File: src/sv/pstcc_pkg.sv
// Package with the item types, classes and helpers shared by the pedal converter modules.
`timescale 1ns / 1ps
package pstcc_pkg;
    localparam int WindowDepth    = 5;
    localparam int AdcFullScale   = 4095;
    localparam int MinCalSpan     = 64;
    localparam int EmitIntervalMs = 20;
    localparam logic [21:0] RecipFive  = 22'd838861;
    localparam logic [14:0] RecipScale = 15'd16514;
    localparam logic [7:0]  CcStatus   = 8'hB0;

    localparam logic [2:0] REG_HEEL   = 3'd0;
    localparam logic [2:0] REG_TOE    = 3'd1;
    localparam logic [2:0] REG_ENABLE = 3'd2;
    localparam logic [2:0] REG_CHAN   = 3'd3;
    localparam logic [2:0] REG_CTRL   = 3'd4;
    localparam logic [2:0] REG_INVERT = 3'd5;
    localparam logic [2:0] REG_MIN    = 3'd6;
    localparam logic [2:0] REG_MAX    = 3'd7;

    typedef enum logic [1:0] {CLS_OFF, CLS_ABSENT, CLS_PROC} t_cls;

    typedef struct packed {
        logic [11:0] adc_sample;
        logic [31:0] time_ms;
    } t_in_item;

    typedef struct packed {
        logic        send_message;
        logic [7:0]  status_byte;
        logic [6:0]  cc_number;
        logic [6:0]  cc_value;
        logic        pedal_present;
        logic [6:0]  current_level;
    } t_out_item;

    typedef struct packed {
        t_cls        cls;
        logic [11:0] adc;
        logic [31:0] time_ms;
    } t_cls_item;

    typedef struct packed {
        logic [11:0] heel;
        logic [11:0] toe;
        logic        enable;
        logic [4:0]  chan;
        logic [6:0]  ctrl;
        logic        invert;
        logic [6:0]  omin;
        logic [6:0]  omax;
    } t_cfg;

    typedef struct packed {
        logic wr;
        logic cal;
    } t_cfg_evt;

    function automatic logic cal_ok(input t_cfg c);
        logic [11:0] span;
        span = c.toe - c.heel;
        return (c.toe > c.heel) && (span >= 12'(MinCalSpan));
    endfunction
endpackage

File: src/sv/pstcc_front.sv
// Front stage: accepts input items and classifies them as disabled, absent or processed.
`timescale 1ns / 1ps
module pstcc_front (
    input  logic                i_clk,
    input  logic                i_rst_n,
    input  logic                i_in_valid,
    output logic                o_in_stall,
    input  pstcc_pkg::t_in_item i_in_item,
    input  pstcc_pkg::t_cfg     i_cfg,
    output logic                o_valid,
    input  logic                i_ready,
    output pstcc_pkg::t_cls_item o_item
);
    logic                 r_valid;
    pstcc_pkg::t_cls_item r_item;
    pstcc_pkg::t_cls_item n_item;
    logic                 take;

    assign o_in_stall = r_valid && !i_ready;
    assign take       = i_in_valid && !o_in_stall;
    assign o_valid    = r_valid;
    assign o_item     = r_item;

    always_comb begin
        n_item.adc     = i_in_item.adc_sample;
        n_item.time_ms = i_in_item.time_ms;
        if (!pstcc_pkg::cal_ok(i_cfg) || !i_cfg.enable) begin
            n_item.cls = pstcc_pkg::CLS_OFF;
        end else if (i_in_item.adc_sample == 12'd0 ||
                     i_in_item.adc_sample == 12'(pstcc_pkg::AdcFullScale)) begin
            n_item.cls = pstcc_pkg::CLS_ABSENT;
        end else begin
            n_item.cls = pstcc_pkg::CLS_PROC;
        end
    end

    always_ff @(posedge i_clk) begin
        if (!i_rst_n) begin
            r_valid <= 1'b0;
        end else if (take) begin
            r_valid <= 1'b1;
        end else if (i_ready) begin
            r_valid <= 1'b0;
        end
        if (take) begin
            r_item <= n_item;
        end
    end
endmodule

File: src/sv/pstcc_queue.sv
// Two-entry queue between the classifying front and the processing back.
`timescale 1ns / 1ps
module pstcc_queue (
    input  logic                 i_clk,
    input  logic                 i_rst_n,
    input  logic                 i_push,
    input  pstcc_pkg::t_cls_item i_item,
    output logic                 o_ready,
    input  logic                 i_pop,
    output logic                 o_valid,
    output pstcc_pkg::t_cls_item o_item
);
    pstcc_pkg::t_cls_item r_mem [2];
    logic       r_wp;
    logic       r_rp;
    logic [1:0] r_cnt;
    logic       push_ok;
    logic       pop_ok;

    assign o_ready = (r_cnt != 2'd2);
    assign o_valid = (r_cnt != 2'd0);
    assign o_item  = r_mem[r_rp];
    assign push_ok = i_push && o_ready;
    assign pop_ok  = i_pop && o_valid;

    always_ff @(posedge i_clk) begin
        if (!i_rst_n) begin
            r_wp  <= 1'b0;
            r_rp  <= 1'b0;
            r_cnt <= 2'd0;
        end else begin
            if (push_ok) begin
                r_wp <= !r_wp;
            end
            if (pop_ok) begin
                r_rp <= !r_rp;
            end
            r_cnt <= r_cnt + 2'(push_ok) - 2'(pop_ok);
        end
        if (push_ok) begin
            r_mem[r_wp] <= i_item;
        end
    end
endmodule

File: src/sv/pstcc_back.sv
// Back stage: median window, smoothing, calibrated scaling, mapping and message pacing.
`timescale 1ns / 1ps
module pstcc_back (
    input  logic                  i_clk,
    input  logic                  i_rst_n,
    input  logic                  i_valid,
    output logic                  o_pop,
    input  pstcc_pkg::t_cls_item  i_item,
    input  pstcc_pkg::t_cfg       i_cfg,
    input  pstcc_pkg::t_cfg_evt   i_evt,
    output logic                  o_out_valid,
    input  logic                  i_out_stall,
    output pstcc_pkg::t_out_item  o_out_item
);
    typedef enum logic [2:0] {
        S_IDLE, S_MED, S_MUL, S_UPD, S_CLAMP, S_DIV, S_NORM, S_SCL
    } t_state;

    t_state      r_state;
    logic [11:0] r_win [pstcc_pkg::WindowDepth];
    logic [2:0]  r_cursor;
    logic [2:0]  r_fill;
    logic [19:0] r_sm;
    logic        r_sv;
    logic        r_clk_st;
    logic [31:0] r_last_t;
    logic        r_lvv;
    logic [6:0]  r_lv;
    logic [19:0] r_diff;
    logic        r_up;
    logic [41:0] r_prod;
    logic [18:0] r_num;
    logic [11:0] r_rem;
    logic [4:0]  r_cnt;
    logic [13:0] r_p2;
    logic [31:0] r_time;
    logic        r_out_valid;
    pstcc_pkg::t_out_item r_out;

    logic [11:0] med;
    logic [2:0]  rank;
    logic [19:0] target;
    logic [12:0] filt;
    logic [11:0] clamped;
    logic [11:0] span;
    logic [12:0] rem_sh;
    logic        qbit;
    logic [6:0]  norm;
    logic [6:0]  ospan;
    logic [28:0] scl;
    logic [6:0]  mapped;
    logic [31:0] dt;
    logic        emit;
    logic [7:0]  status;
    logic        out_free;
    logic        out_set;

    assign out_free    = !r_out_valid || !i_out_stall;
    assign o_pop       = (r_state == S_IDLE) && i_valid && out_free && !i_evt.wr;
    assign out_set     = (o_pop && (i_item.cls != pstcc_pkg::CLS_PROC)) ||
                         (!i_evt.wr && (r_state == S_SCL));
    assign o_out_valid = r_out_valid;
    assign o_out_item  = r_out;
    assign span        = i_cfg.toe - i_cfg.heel;
    assign status      = pstcc_pkg::CcStatus | {4'd0, 4'(i_cfg.chan - 5'd1)};

    always_comb begin
        med = 12'd0;
        for (int i = 0; i < pstcc_pkg::WindowDepth; i++) begin
            rank = 3'd0;
            for (int j = 0; j < pstcc_pkg::WindowDepth; j++) begin
                if (3'(j) < r_fill && (r_win[j] < r_win[i] ||
                                       (r_win[j] == r_win[i] && j < i))) begin
                    rank = rank + 3'd1;
                end
            end
            if (3'(i) < r_fill && rank == (r_fill >> 1)) begin
                med = r_win[i];
            end
        end
        target = {med, 8'd0};
    end

    always_comb begin
        filt = 13'((r_sm + 20'd128) >> 8);
        if (filt < {1'b0, i_cfg.heel}) begin
            clamped = i_cfg.heel;
        end else if (filt > {1'b0, i_cfg.toe}) begin
            clamped = i_cfg.toe;
        end else begin
            clamped = filt[11:0];
        end
        rem_sh = {r_rem, r_num[18]};
        qbit   = (rem_sh >= {1'b0, span});
        norm   = (r_num > 19'd127) ? 7'd127 : r_num[6:0];
        if (i_cfg.invert) begin
            norm = 7'd127 - norm;
        end
        ospan  = (i_cfg.omax > i_cfg.omin) ? (i_cfg.omax - i_cfg.omin) : 7'd0;
        scl    = 29'(r_p2) * 29'(pstcc_pkg::RecipScale);
        mapped = i_cfg.omin + scl[27:21];
        dt     = r_time - r_last_t;
        emit   = r_clk_st && (dt >= 32'(pstcc_pkg::EmitIntervalMs)) &&
                 !(r_lvv && mapped == r_lv);
    end

    always_ff @(posedge i_clk) begin
        if (!i_rst_n) begin
            r_state     <= S_IDLE;
            r_cursor    <= 3'd0;
            r_fill      <= 3'd0;
            r_sm        <= 20'd0;
            r_sv        <= 1'b0;
            r_clk_st    <= 1'b0;
            r_last_t    <= 32'd0;
            r_lvv       <= 1'b0;
            r_lv        <= 7'd0;
            r_out_valid <= 1'b0;
        end else begin
            if (out_set) begin
                r_out_valid <= 1'b1;
            end else if (r_out_valid && !i_out_stall) begin
                r_out_valid <= 1'b0;
            end
            if (i_evt.wr) begin
                r_lvv <= 1'b0;
                if (i_evt.cal) begin
                    r_fill   <= 3'd0;
                    r_cursor <= 3'd0;
                    r_sv     <= 1'b0;
                end
            end else begin
                unique case (r_state)
                    S_IDLE: begin
                        if (o_pop) begin
                            r_out <= '0;
                            case (i_item.cls)
                                pstcc_pkg::CLS_PROC: begin
                                    r_win[r_cursor] <= i_item.adc;
                                    r_cursor <= (r_cursor == 3'(pstcc_pkg::WindowDepth - 1)) ?
                                                3'd0 : r_cursor + 3'd1;
                                    if (r_fill < 3'(pstcc_pkg::WindowDepth)) begin
                                        r_fill <= r_fill + 3'd1;
                                    end
                                    r_time  <= i_item.time_ms;
                                    r_state <= S_MED;
                                end
                                pstcc_pkg::CLS_ABSENT: begin
                                    r_lvv <= 1'b0;
                                end
                                default: begin
                                end
                            endcase
                        end
                    end
                    S_MED: begin
                        if (!r_sv) begin
                            r_sm    <= target;
                            r_sv    <= 1'b1;
                            r_state <= S_CLAMP;
                        end else begin
                            r_up    <= (target >= r_sm);
                            r_diff  <= (target >= r_sm) ? target - r_sm : r_sm - target;
                            r_state <= S_MUL;
                        end
                    end
                    S_MUL: begin
                        r_prod  <= 42'(r_diff) * 42'(pstcc_pkg::RecipFive);
                        r_state <= S_UPD;
                    end
                    S_UPD: begin
                        r_sm    <= r_up ? r_sm + r_prod[41:22] : r_sm - r_prod[41:22];
                        r_state <= S_CLAMP;
                    end
                    S_CLAMP: begin
                        r_num   <= 19'(clamped - i_cfg.heel) * 19'd127 + 19'(span >> 1);
                        r_rem   <= 12'd0;
                        r_cnt   <= 5'd19;
                        r_state <= S_DIV;
                    end
                    S_DIV: begin
                        r_rem <= qbit ? 12'(rem_sh - {1'b0, span}) : rem_sh[11:0];
                        r_num <= {r_num[17:0], qbit};
                        r_cnt <= r_cnt - 5'd1;
                        if (r_cnt == 5'd1) begin
                            r_state <= S_NORM;
                        end
                    end
                    S_NORM: begin
                        r_p2    <= 14'(norm) * 14'(ospan) + 14'd63;
                        r_state <= S_SCL;
                    end
                    S_SCL: begin
                        r_out.pedal_present <= 1'b1;
                        r_out.current_level <= mapped;
                        if (!r_clk_st) begin
                            r_clk_st <= 1'b1;
                            r_last_t <= r_time;
                        end else if (emit) begin
                            r_lv     <= mapped;
                            r_lvv    <= 1'b1;
                            r_last_t <= r_time;
                            r_out.send_message <= 1'b1;
                            r_out.status_byte  <= status;
                            r_out.cc_number    <= i_cfg.ctrl;
                            r_out.cc_value     <= mapped;
                        end
                        r_state <= S_IDLE;
                    end
                    default: r_state <= S_IDLE;
                endcase
            end
        end
    end
endmodule

File: src/sv/pedal_sample_to_control_change_top.sv
// Top level of the pedal sample to control change converter.
`timescale 1ns / 1ps
// Usage: each input item carries a 12-bit pedal sample and a millisecond
// timestamp; each item yields exactly one result item on the output channel.
// Both channels use valid and stall, an item moving when valid is high and
// stall is low. Configuration registers are written through a plain write port
// (enable, index, data); the user writes them only while the block is idle, which
// the block does not enforce. A sample flows through a front register and a
// two-entry queue into the back part, which handles one item at a time. A
// disabled or absent item passes the front register and the queue, and its
// result is loaded into the output register as the back part pops it. A
// processed item passes them too, then a median state, the smoothing states, a
// clamp state, a restoring divider that scales to 0..127, and the mapping
// states. The first item after the window is emptied skips the smoothing
// states. The back part takes no new item until it is through with the last
// one; the divider is the longest of its steps. Reset restores the register
// defaults and empties the window, the smoothing and the message pacing. When
// the receiver stalls, the result is held in the output register, the back part
// waits, and the queue and front register fill before the input stall rises.
module pedal_sample_to_control_change_top (
    input  logic                  i_clk,
    input  logic                  i_rst_n,
    input  logic                  i_in_valid,
    output logic                  o_in_stall,
    input  pstcc_pkg::t_in_item   i_in_item,
    output logic                  o_out_valid,
    input  logic                  i_out_stall,
    output pstcc_pkg::t_out_item  o_out_item,
    input  logic                  i_cfg_we,
    input  logic [2:0]            i_cfg_idx,
    input  logic [11:0]           i_cfg_data
);
    pstcc_pkg::t_cfg      r_cfg;
    pstcc_pkg::t_cfg      n_cfg;
    pstcc_pkg::t_cfg_evt  evt;
    pstcc_pkg::t_cls_item f_item;
    pstcc_pkg::t_cls_item q_item;
    logic                 f_valid;
    logic                 q_ready;
    logic                 q_valid;
    logic                 q_pop;

    always_comb begin
        n_cfg = r_cfg;
        unique case (i_cfg_idx)
            pstcc_pkg::REG_HEEL:   n_cfg.heel   = i_cfg_data;
            pstcc_pkg::REG_TOE:    n_cfg.toe    = i_cfg_data;
            pstcc_pkg::REG_ENABLE: n_cfg.enable = i_cfg_data[0];
            pstcc_pkg::REG_CHAN:   n_cfg.chan   = i_cfg_data[4:0];
            pstcc_pkg::REG_CTRL:   n_cfg.ctrl   = i_cfg_data[6:0];
            pstcc_pkg::REG_INVERT: n_cfg.invert = i_cfg_data[0];
            pstcc_pkg::REG_MIN:    n_cfg.omin   = i_cfg_data[6:0];
            default:               n_cfg.omax   = i_cfg_data[6:0];
        endcase
        evt.wr  = i_cfg_we;
        evt.cal = (i_cfg_idx == pstcc_pkg::REG_HEEL) || (i_cfg_idx == pstcc_pkg::REG_TOE);
    end

    always_ff @(posedge i_clk) begin
        if (!i_rst_n) begin
            r_cfg.heel   <= 12'd0;
            r_cfg.toe    <= 12'd4095;
            r_cfg.enable <= 1'b1;
            r_cfg.chan   <= 5'd1;
            r_cfg.ctrl   <= 7'd11;
            r_cfg.invert <= 1'b0;
            r_cfg.omin   <= 7'd0;
            r_cfg.omax   <= 7'd127;
        end else if (i_cfg_we) begin
            r_cfg <= n_cfg;
        end
    end

    pstcc_front u_front (
        .i_clk      (i_clk),
        .i_rst_n    (i_rst_n),
        .i_in_valid (i_in_valid),
        .o_in_stall (o_in_stall),
        .i_in_item  (i_in_item),
        .i_cfg      (r_cfg),
        .o_valid    (f_valid),
        .i_ready    (q_ready),
        .o_item     (f_item)
    );

    pstcc_queue u_queue (
        .i_clk   (i_clk),
        .i_rst_n (i_rst_n),
        .i_push  (f_valid),
        .i_item  (f_item),
        .o_ready (q_ready),
        .i_pop   (q_pop),
        .o_valid (q_valid),
        .o_item  (q_item)
    );

    pstcc_back u_back (
        .i_clk       (i_clk),
        .i_rst_n     (i_rst_n),
        .i_valid     (q_valid),
        .o_pop       (q_pop),
        .i_item      (q_item),
        .i_cfg       (r_cfg),
        .i_evt       (evt),
        .o_out_valid (o_out_valid),
        .i_out_stall (i_out_stall),
        .o_out_item  (o_out_item)
    );

    a_status: assert property (@(posedge i_clk) disable iff (!i_rst_n)
        o_out_valid && o_out_item.send_message |-> o_out_item.status_byte[7:4] == 4'hB)
        else $error("message status byte is not a control change");
    a_send_present: assert property (@(posedge i_clk) disable iff (!i_rst_n)
        o_out_valid && o_out_item.send_message |-> o_out_item.pedal_present)
        else $error("message sent while pedal not present");
    a_level_present: assert property (@(posedge i_clk) disable iff (!i_rst_n)
        o_out_valid && !o_out_item.pedal_present |-> o_out_item.current_level == 7'd0)
        else $error("level shown while pedal absent");
endmodule

File: config.mk
export PLATFORM = sky130hd
export DESIGN_NAME = pedal_sample_to_control_change_top
export DESIGN_NICKNAME = d
export VERILOG_FILES = /design/src/sv/pstcc_pkg.sv /design/src/sv/pstcc_front.sv /design/src/sv/pstcc_queue.sv /design/src/sv/pstcc_back.sv /design/src/sv/pedal_sample_to_control_change_top.sv
export SDC_FILE = /design/constraint.sdc
export NUM_CORES = 2
export LEC_CHECK = 0
export BUFFER_PORTS_ARGS = -buffer_cell sky130_fd_sc_hd__buf_2
export CORE_MARGIN = 4
export CORE_UTILIZATION = 45
export DETAILED_ROUTE_END_ITERATION = 16
export PLACE_DENSITY = 0.64
export RECOVER_POWER = 25
export SETUP_SLACK_MARGIN = 0.3
export SYNTH_ARGS = -nofsm -noshare
export SYNTH_HDL_FRONTEND = slang
export SYNTH_SLANG_ARGS = --single-unit
File: constraint.sdc
create_clock -name i_clk -period 17.3 [get_ports i_clk]
set_input_delay 0.865 -clock i_clk [delete_from_list [all_inputs] [get_ports i_clk]]
set_output_delay 0.865 -clock i_clk [all_outputs]
set_load 0.005 [all_outputs]
==> impl_metrics.toml <==
[detailed_routing]
drc_errors_left = 0
via_count = 28900
antenna_violating_nets_post_route = 0
detail_route.wirelength_mm = 95.3
routed_via_density = 5.38
detailedRoute.firstIterationViolations = 1784
wire_per_inst_um = 17.7
detailedRoute.firstPassIterationCount = 6

[logic_synthesis]
synth-seq-cells = 475
synth_most_common_cell = "sky130_fd_sc_hd__inv_1"
synthDominantAreaCellType = "sky130_fd_sc_hd__edfxtp_1"
ys_top_cells_by_count = "sky130_fd_sc_hd__inv_1 (624), sky130_fd_sc_hd__ha_1 (609), sky130_fd_sc_hd__edfxtp_1 (346), sky130_fd_sc_hd__nand2_1 (300), sky130_fd_sc_hd__nor2_1 (242)"
synth-main-ff-cell = "sky130_fd_sc_hd__edfxtp_1"
ys.warnings.count = 0
syn_avg_cell_area_sq_um = 9.95
synthDominantCellAreaShare = 0.256
netlist_area_sq_um = 40700
synth_enable_flop_cells = 346
synthesis.instances = 4085
synth.lib_cells_used.distinct = 89
post_synthesis_async_set_or_reset_flop_share = 0
netlist_top_cells_area = "sky130_fd_sc_hd__edfxtp_1 (26%), sky130_fd_sc_hd__ha_1 (19%), sky130_fd_sc_hd__fa_1 (11%)"
syn-num-nets = 4979
synth-seq-area-share = 0.319

[sta]
fin_skew_ns = 0.0214
setup_viol_count_final = 0
hold_violations_final = 0
tightest_slew_ns = 2.89
final.hold.worst_slack_ns = 0.423
fmax_mhz = 98.3
timing.max_slew.rel_slack = -0.927
finalMaxSlewViolations = 96
fin_tns_setup_ns = 0
timing.final.crit_period_ns = 10.17
timing.final.crit_share = 0.588
unrepaired_setup_endpoints_after_global_routing = "false"

[grt]
first_global_vias = 28800
grt_max_degree = 66
grt_overflow = 0
grt_antenna_before_repair = 6
global_route_usage_over_all_layers = 0.202
global_route_wire_length_before_repair_mm = 155

[cts]
tritoncts = "yes"
cts_inserted_buffers = 53
clk_pin_slew_ns = 0.06
clock_latency_of_the_later_clocked_register_in_the_worst_skew_pair_ns = 0.61
ctsRootBufferMaster = "sky130_fd_sc_hd__clkbuf_16"
cts.path.max_buffers = 3
clock_sink_count = 475
h-tree-depth = 2
post_cts_buffers = 0
cts_hold_repair.buffers = 0
post_cts_resize_count = 0

[worst_setup_path]
cpPeakStageDelay_ns = 0.67
rr_startpoint = "u_back.r_sm[7]$_SDFFE_PN0P_"
worstReg2RegEnd = "u_back.r_num[18]$_DFFE_PP_"
setup.worst_path.end_class = "register"
timing.critical_path.required_ns = 17.65
worstRegToRegCells = 37
cp_common_cell = "sky130_fd_sc_hd__a21o_1"
cp_max_delay_cell = "sky130_fd_sc_hd__xor2_1"
timing_worst_setup_path_type = "reg2reg"
arrival_ns = 10.52
start_kind = "register"
crit_buf_inv = 3
setup_slack_of_the_worst_register_to_register_path_ns = 7.13
critical_path.top_delay_family = "adder cells"
worst-path-max-fanout = 13

[pwr]
power_leakage_nw = 19.8
power-per-cell-area_nw_per_um2 = 111
largest_voltage_drop_on_the_vdd_net_mv = 0.185

[cells_and_area]
design_area_sq_um = 44400
fin_cells = 5378
fillCellCount = 8172
area_growth_pct = 9.13
drive_gt1_frac = 0.0710
final_core_utilization = 0.498
nNetsFinal = 5060

[floorplan]
die-area_sq_um = 95200
floorplan.initialDensity = 0.456
fp.coreArea_sq_um = 89100
die_height_um = 309
ios = 97
die_x_um = 309
core.rowCount = 109

[min_path]
holdPathEnd = "u_front.o_item[20]$_DFFE_PP_"
min_from = "i_in_item[20]"
min-delay-path-class = "in2reg"
worst_hold_path_stage_count = 1

[placed_design]
cell_area_after_placement_sq_um = 42500
finalWeightedCongestion = 0.905
place.detailed.instances = 5276
hpwlAfterDp_mm = 75.9
buffer_ports.inserted = 95

[job]
drv_cap = 2

[status]
violations = "max-capacitance violations, max-slew violations"
status = "complete, but fails checks"
## worst reg2reg max path: cells and delay by family, from the launching register on
| family | cells | cell delay [ns] |
|---|---|---|
| xor+xnor | 4 | 1.41 |
| compound gates | 16 | 3.13 |
| buf+inv | 3 | 0.20 |
| simple gates | 4 | 1.13 |
| mux | 1 | 0.17 |
| flops | 1 | 0.51 |
| fa+ha+maj | 9 | 3.41 |
## cells by family after synthesis
| group | share of synthesized area |
|---|---|
| other cells | 0.0000922 |
| xor+xnor | 0.0456 |
| flops | 0.319 |
| buf+inv | 0.0684 |
| simple gates | 0.113 |
| mux | 0.0374 |
| fa+ha+maj | 0.297 |
| compound gates | 0.119 |
## report_power, final
group          leakage (nW)  internal (W)  total, W  switching [W]
Combinational          14.7       0.00101   0.00226        0.00124
Clock                 0.925      0.000738   0.00122       0.000486
Sequential             4.25       0.00142   0.00144      0.0000196
## final cells by class
cell class	instances	area (sq um)	area share
Clock buffer	65	1420	0.0320
Inverter	626	2350	0.0530
Tap cell	1165	1460	0.0329
Timing Repair Buffer	126	684	0.0154
Antenna cell	4	10.0	0.000226
Multi-Input combinational cell	2884	25000	0.563
Sequential cell	475	13000	0.292
Clock inverter	33	478	0.0108
## worst max-delay path by stage
stage,start,to,depth (start not counted)
floorplan,u_back.r_sm[7]$_SDFFE_PN0P_,u_back.r_num[18]$_DFFE_PP_,39
global placement,u_back.r_sm[7]$_SDFFE_PN0P_,u_back.r_num[18]$_DFFE_PP_,37
detailed placement,u_back.r_sm[7]$_SDFFE_PN0P_,u_back.r_num[18]$_DFFE_PP_,37
CTS,u_back.r_sm[7]$_SDFFE_PN0P_,u_back.r_num[18]$_DFFE_PP_,37
global route,u_back.r_sm[9]$_SDFFE_PN0P_,u_back.r_num[18]$_DFFE_PP_,37
finish,u_back.r_sm[7]$_SDFFE_PN0P_,u_back.r_num[18]$_DFFE_PP_,37
## flip-flops by register name, indices dropped and copies added, names as in the netlist, 2 cells and up, named ones only
name	count
u_back.r_prod	18
u_queue.r_mem	92
u_back.r_diff	20
u_back.r_last_t	32
u_front.o_item	46
u_back.r_time	32
u_back.r_sm	20
u_back.r_cnt	5
u_back.r_state	3
u_back.r_p2	14
u_back.r_rem	12
r_cfg	51
u_back.r_win	60
u_back.o_out_item	27
u_back.r_num	19
u_back.r_fill	3
u_back.r_cursor	3
u_queue.r_cnt	2
u_back.r_lv	7
## routing by layer
layer	vias to the layer above	GRT usage	wire, um
met2	618	0.333	43700
met4	2	0.0627	3030
met5	-	0	13
li1	14400	-	-
met3	137	0.0330	5190
met1	13800	0.276	43400
## per-stage QoR
step                total power (W)  worst slack, ns
finish                      0.00492             7.13
global route                0.00537             6.27
CTS                         0.00499             7.09
detailed placement          0.00372             7.12
global placement            0.00367             7.32
floorplan                   0.00326             7.89
## cell usage in the layout, fill, tap and decap left out, types with 17 or more instances in the layout
cell type                   synthesis  layout
sky130_fd_sc_hd__o21ai_0          128     127
sky130_fd_sc_hd__nand4_1           59      59
sky130_fd_sc_hd__nor2_1           242     240
sky130_fd_sc_hd__inv_1            624     623
sky130_fd_sc_hd__clkbuf_1          81      22
sky130_fd_sc_hd__buf_4              4      29
sky130_fd_sc_hd__a31oi_1           20      20
sky130_fd_sc_hd__nand2b_1          41      41
sky130_fd_sc_hd__dfxtp_1          129     128
sky130_fd_sc_hd__or2_2             18      18
sky130_fd_sc_hd__xnor2_1          124     124
sky130_fd_sc_hd__edfxtp_1         346     346
sky130_fd_sc_hd__a22oi_1           17      17
sky130_fd_sc_hd__mux2_2            58      48
sky130_fd_sc_hd__mux2i_1           84      84
sky130_fd_sc_hd__buf_2              2      82
sky130_fd_sc_hd__nor2b_1           39      38
sky130_fd_sc_hd__a21o_1            98      98
sky130_fd_sc_hd__a21oi_1          208     208
sky130_fd_sc_hd__fa_1             221     221
sky130_fd_sc_hd__o211ai_1          35      35
sky130_fd_sc_hd__and2_1            30      30
sky130_fd_sc_hd__o21bai_1          25      25
sky130_fd_sc_hd__nor4_1            28      21
sky130_fd_sc_hd__a211oi_1          17      17
sky130_fd_sc_hd__o21a_1            31      31
sky130_fd_sc_hd__ha_1             609     609
sky130_fd_sc_hd__or3_1             18      18
sky130_fd_sc_hd__nand2_1          300     300
sky130_fd_sc_hd__clkbuf_16          0      53
sky130_fd_sc_hd__nor3_1            61      58
sky130_fd_sc_hd__nand3_1           64      64
sky130_fd_sc_hd__xor2_1            80      80
(Power assumes the default switching activity.)
